==> src/hdl/spe_pkg.sv <==
`timescale 1ns / 1ps

package spe_pkg;

	// Table size and exponent limit.
	localparam int MAX_TERMS  = 16;
	localparam int MAX_EXP    = 255;
	localparam int TERM_IDX_W = $clog2(MAX_TERMS);
	localparam int COUNT_W    = $clog2(MAX_TERMS + 1);

	// Field widths.
	localparam int OP_W    = 2;
	localparam int COEFF_W = 32;
	localparam int EXP_W   = 8;
	localparam int POINT_W = 32;
	localparam int VALUE_W = 64;
	localparam int TERM_W  = COEFF_W + EXP_W;

	// Table of x raised to successive powers of two, one entry per exponent bit.
	localparam int POW_N     = EXP_W;
	localparam int POW_IDX_W = $clog2(POW_N);

	// Stream widths.
	localparam int S_TUSER_W = OP_W;
	localparam int IN_BITS   = COEFF_W + EXP_W + POINT_W;
	localparam int S_TDATA_W = ((IN_BITS + 7) / 8) * 8;
	localparam int OUT_BITS  = VALUE_W + 1 + COUNT_W + EXP_W;
	localparam int M_TDATA_W = ((OUT_BITS + 7) / 8) * 8;

	// Item kinds.
	typedef logic [OP_W-1:0] op_t;
	localparam op_t OP_CLEAR  = 2'd0;
	localparam op_t OP_APPEND = 2'd1;
	localparam op_t OP_EVAL   = 2'd2;
	localparam op_t OP_DERIV  = 2'd3;

	// Commands from the controller to the datapath.
	typedef struct packed {
		logic capture;
		logic init;
		logic table_clear;
		logic table_append;
		logic mul_start;
		logic mul_sq;
		logic sq_write;
		logic term_load;
		logic bit_step;
		logic acc_from_mul;
		logic sum_add;
		logic out_load;
	} spe_cmd_t;

	// Status from the datapath to the controller.
	typedef struct packed {
		op_t  op;
		logic mul_done;
		logic more_sq;
		logic empty;
		logic ebits_zero;
		logic ebits_lsb;
		logic last_term;
	} spe_sts_t;

endpackage

==> src/hdl/spe_ctrl.sv <==
`timescale 1ns / 1ps

module spe_ctrl (
	input  logic              clk,
	input  logic              arst_n,
	input  logic              s_tvalid,
	output logic              s_tready,
	output logic              m_tvalid,
	input  logic              m_tready,
	output spe_pkg::spe_cmd_t cmd,
	input  spe_pkg::spe_sts_t sts
);

	localparam logic [3:0] ST_IDLE     = 4'd0;
	localparam logic [3:0] ST_EXEC     = 4'd1;
	localparam logic [3:0] ST_SQ       = 4'd2;
	localparam logic [3:0] ST_SQ_WAIT  = 4'd3;
	localparam logic [3:0] ST_TERM_RD  = 4'd4;
	localparam logic [3:0] ST_TERM_LD  = 4'd5;
	localparam logic [3:0] ST_POW      = 4'd6;
	localparam logic [3:0] ST_POW_WAIT = 4'd7;
	localparam logic [3:0] ST_ADD      = 4'd8;
	localparam logic [3:0] ST_DONE     = 4'd9;

	logic [3:0] state_q;
	logic [3:0] state_d;
	logic       m_tvalid_q;
	logic       out_free;

	// The result register can take a new result once it is empty or being drained.
	assign out_free = !m_tvalid_q || m_tready;
	assign s_tready = (state_q == ST_IDLE);
	assign m_tvalid = m_tvalid_q;

	// Next state and commands.
	always_comb begin
		state_d = state_q;
		cmd     = '0;
		unique case (state_q)
			ST_IDLE: begin
				if (s_tvalid) begin
					cmd.capture = 1'b1;
					state_d     = ST_EXEC;
				end
			end
			ST_EXEC: begin
				cmd.init = 1'b1;
				if (sts.op == spe_pkg::OP_CLEAR) begin
					cmd.table_clear = 1'b1;
					state_d         = ST_DONE;
				end else if (sts.op == spe_pkg::OP_APPEND) begin
					cmd.table_append = 1'b1;
					state_d          = ST_DONE;
				end else if (sts.empty) begin
					state_d = ST_DONE;
				end else begin
					state_d = ST_SQ;
				end
			end
			ST_SQ: begin
				if (sts.more_sq) begin
					cmd.mul_start = 1'b1;
					cmd.mul_sq    = 1'b1;
					state_d       = ST_SQ_WAIT;
				end else begin
					state_d = ST_TERM_RD;
				end
			end
			ST_SQ_WAIT: begin
				if (sts.mul_done) begin
					cmd.sq_write = 1'b1;
					state_d      = ST_SQ;
				end
			end
			ST_TERM_RD: begin
				state_d = ST_TERM_LD;
			end
			ST_TERM_LD: begin
				cmd.term_load = 1'b1;
				state_d       = ST_POW;
			end
			ST_POW: begin
				if (sts.ebits_zero) begin
					state_d = ST_ADD;
				end else if (sts.ebits_lsb) begin
					cmd.mul_start = 1'b1;
					state_d       = ST_POW_WAIT;
				end else begin
					cmd.bit_step = 1'b1;
				end
			end
			ST_POW_WAIT: begin
				if (sts.mul_done) begin
					cmd.acc_from_mul = 1'b1;
					cmd.bit_step     = 1'b1;
					state_d          = ST_POW;
				end
			end
			ST_ADD: begin
				cmd.sum_add = 1'b1;
				state_d     = sts.last_term ? ST_DONE : ST_TERM_RD;
			end
			ST_DONE: begin
				if (out_free) begin
					cmd.out_load = 1'b1;
					state_d      = ST_IDLE;
				end
			end
			default: begin
				state_d = ST_IDLE;
			end
		endcase
	end

	// State and result-valid registers.
	always_ff @(posedge clk or negedge arst_n) begin
		if (!arst_n) begin
			state_q    <= ST_IDLE;
			m_tvalid_q <= 1'b0;
		end else begin
			state_q <= state_d;
			if (cmd.out_load) begin
				m_tvalid_q <= 1'b1;
			end else if (m_tready) begin
				m_tvalid_q <= 1'b0;
			end
		end
	end

endmodule

==> config.mk <==
export PLATFORM = sky130hd
export DESIGN_NAME = spe_ctrl
export DESIGN_NICKNAME = d
export VERILOG_FILES = /design/src/hdl/spe_pkg.sv /design/src/hdl/spe_ctrl.sv
export SDC_FILE = /design/constraint.sdc
export NUM_CORES = 1
export LEC_CHECK = 0
export BUFFER_PORTS_ARGS = -buffer_cell sky130_fd_sc_hd__buf_2
export CAP_MARGIN = 20
export CORE_AREA = 2 2 39 41
export CTS_CLUSTER_SIZE = 40
export DETAILED_ROUTE_END_ITERATION = 10
export DIE_AREA = 0 0 41 43
export GPL_TIMING_DRIVEN = 0
export PLACE_DENSITY = 0.78
export SKIP_LAST_GASP = 1
export SLEW_MARGIN = 20
export SYNTH_ARGS = -nofsm -noshare
export SYNTH_HDL_FRONTEND = slang
export SYNTH_SLANG_ARGS = --single-unit
==> constraint.sdc <==
create_clock -name clk -period 1.7 [get_ports clk]
set_input_delay 0.34 -clock clk [delete_from_list [all_inputs] [get_ports clk]]
set_output_delay 0.34 -clock clk [all_outputs]
set_load 0.01 [all_outputs]
After elaboration in Yosys (flattened, before gate mapping)
Index checks and enable logic that the tools add are counted.

Register bits: 5. Input bits: 12. Output and inout port bits: 14. Word-level logic and storage cells: 59.

Eq/ne operators: 15. Muxes and demuxes: 36. Reduce and logical (&&, ||, !) cells: 6.

Operator list (count): $mux W4 (10); $pmux W4 S10 (1); $mux W1 (19); $eq A4 B3 Y1 const B (4); $eq A4 B2 Y1 const B (2); $eq A4 B4 Y1 const B (2); $ne A2 B2 Y1 const B (4); $mux W3 (2); $reduce_and A5 Y1 (1); $eq A4 B1 Y1 const B (1); $logic_not A4 Y1 (1); $mux W2 (2); $pmux W1 S2 (2); $ne A3 B3 Y1 const B (1); $eq A2 B1 Y1 const B (1); $logic_not A2 Y1 (1); $reduce_bool A2 Y1 (1); $logic_not A1 Y1 (1); $logic_or A1 B1 Y1 (1).

Depth between registers and ports, before layout
Depth in word-level cells: 5. Depth in mapped cells: 7. Depth with buffers taken out: 6.

Worst setup path before layout
No wires, ideal clock.

Kind: flip-flop to output port. Start: register state_q[0]. End: output cmd[11] in the netlist's numbering. Data arrival time: 1280 ps. Required time: 1360 ps. Path slack: 80 ps. Stages on the path, launching flop included: 4. Buffers on the path: 1. Cells stage by stage: dfrtp_1 -> buf_2 -> nor4_1 -> and2_1.

RTL lines: start, declared (line spe_ctrl.sv:25) `logic [3:0] state_q;`; start signal, assigned (line spe_ctrl.sv:121) `state_q <= state_d;`; end, declared (line spe_ctrl.sv:10) `output spe_pkg::spe_cmd_t cmd,`.

==> reports/results.tsv <==
metric	value	unit
wire per inst	14.2	microns
relative slew slack	0.792	
Fillers	124	
Via-to-Cell Ratio	5.32	
ANT nets after route	0	
Layout area overhead	67.8	%
register area	126	sq um
fmax	543	MHz
global-route wire length before repair	2460	microns
Final setup viols	4	
Clock transition at path regs	0.05	ns
Port Buffers	25	
synth warn	0	
final worst path period need	1.84	ns
placed instance area	634	sq um
total gr overflow	0	
placement row count	14	
Setup CP Type	flop to output pin	
run status	complete, but fails checks	
#FFs+latches synth	5	
CP max FO	3	
antenna violations before repair	0	
leading cell types in the layout, fill and taps excluded	buf_2 (26), buf_4 (9), nand2_1 (6)	
Worst EP required	1.36	ns
setup ws final	-0.142	ns
Reg2Reg Launch Point	state_q[2]	
TritonCTS clock tree	built	
clk_lat worst skew	0.25	ns
Cells after Synth	63	
detailed placement HPWL	1040	microns
number of DRC markers in iteration 0	5	
Ports	26	
Total GRT Usage	0.208	
Seq/Total Area, Yosys	0.256	
Fin Hold WS	0.362	ns
failing checks	negative setup slack	
Final Hold Fails	0	
beginning of the critical path	state_q[0]	
core area	0.00138	sq mm
Syn Area/Cell	7.77	sq um
Mapped Nets	75	
Netlist cell types	28	
commonest non-fill, non-tap cell in the layout	buf_2	
post-place setup slack	-0.0335	ns
Remaining DRCs	0	
Multi-input gate area	379	sq um
CP Launch Type	flop	
final instance area	821	sq um
Final TNS setup	-0.302	ns
WL final	1690	microns
number of cells on the worst reg-to-reg path	6	
Die Y	43	microns
Initial Util	0.354	
Die Area	0.00176	sq mm
clk buf depth	2	
total design power	1.36	mW
share of cells above drive strength 1	0.602	
worst hold-check path type	primary input to flop	
Critical Path Sink	cmd[3]	
Max-Cap Viols	0	
clk_skew	0.00502	ns
Via Count	633	
Worst EP arrival	1.50	ns
clock root buffer	clkbuf_4	
htree depth	1	
gpl congestion	0.822	
RSZ-0062 raised after global routing	true	
worst-margin pin slew	0.309	ns
largest net degree at the start of global routing	11	
vias in the first global route	538	
Pins Over Slew Limit	0	
clk sink count	5	
n_diodes	0	
flop-to-flop setup slack	0.21	ns
Netlist Area Pre-Place	489	sq um
Pwr Density	1660	mW/mm^2
Worst R2R End	state_q[0]	
fin crit share	1.08	
CP Capture Type	output pin	
die width	41	microns
CTS Buf Count	3	
Nets	116	
Detailed Routing Iterations Pass 1	4	
VDD IR max	0.676	mV
Leakage	0.423	nW
-- per-stage QoR --
stage,utilization,instances
detailed placement,0.458,104
floorplan,-,63
global placement,0.458,104
CTS,0.526,111
finish,0.593,119
global route,0.593,119
-- cell families (layout without fill, tap and decap cells) --
| group | Yosys count | in the layout | share of synthesized area |
|---|---|---|---|
| buf+inv | 8 | 48 | 0.0895 |
| flops | 5 | 5 | 0.256 |
| simple gates | 34 | 34 | 0.414 |
| mux | 1 | 1 | 0.0205 |
| compound gates | 15 | 15 | 0.220 |
-- cell usage after synthesis (all sizes together) --
library cell / count / area, sq um
mux2i: 1 / 10.0
nand3b: 1 / 7.51
nor2: 5 / 18.8
nand4: 1 / 6.26
nor4b: 1 / 23.8
nor4: 1 / 6.26
o31a: 1 / 8.76
or2: 1 / 6.26
nand2: 6 / 22.5
nor3b: 2 / 15.0
buf: 4 / 28.8
nand3: 2 / 15.0
nor3: 6 / 30.0
a22oi: 2 / 20.0
or4: 1 / 7.51
and2: 1 / 6.26
inv: 4 / 15.0
o2bb2a: 1 / 20.0
nand2b: 6 / 37.5
o21ai: 7 / 38.8
a21oi: 4 / 20.0
dfrtp: 5 / 125
-- layer usage --
metal,share of wire,wire (microns),track usage,vias to the layer above
met5,0,0,0,-
met4,0.032,54,0.133,0
met3,0.029,49,0.0524,6
met2,0.53,903,0.297,19
met1,0.40,683,0.266,306
li1,-,-,-,302
-- timing repair --
action / in CTS / in global routing
endpoints found under the hold margin: 5 / 0
setup buffers: 2 / 7
gates resized for setup: 12 / 10
gates cloned: 0 / 1
pin swaps: 0 / 3
hold buffers: 1 / 0
endpoints found under the setup margin: 9 / 11
-- critical path: stages, from the launching register on --
cell and delay, ns:
dfrtp_1 0.39, nand2b_4 0.15, or4_4 0.50, o21ai_2 0.07, buf_2 0.13
-- cell type report --
class                      count  share of cell area
inverter                       4              0.0183
clock buffer                   3              0.0274
sequential                     5               0.154
tap                           16              0.0244
clock inverter                 1             0.00610
multi-input combinational     50               0.462
buffer                         4              0.0503
timing repair buffer          36               0.258
-- power breakdown --
group | switching (mW) | internal, mW
sequential | 0.0507 | 0.173
clock | 0.0590 | 0.0857
combinational | 0.521 | 0.470
total | 0.631 | 0.729
-- flip-flops by register name, summed over array words and instances, names as in the netlist --
| signal | cells |
|---|---|
| m_tvalid | 1 |
| state_q | 4 |
-- how the worst min path moves through the flow --
stage | start | endpoint | slack [ns] | cells after the start
floorplan | arst_n | m_tvalid | 0.04 | 0
global placement | arst_n | state_q[2] | 0.16 | 1
detailed placement | arst_n | state_q[2] | 0.16 | 1
CTS | sts[0] | state_q[3] | 0.36 | 3
global route | sts[0] | state_q[3] | 0.39 | 3
finish | sts[0] | state_q[3] | 0.36 | 3
Power figures use the tool's default switching activity.
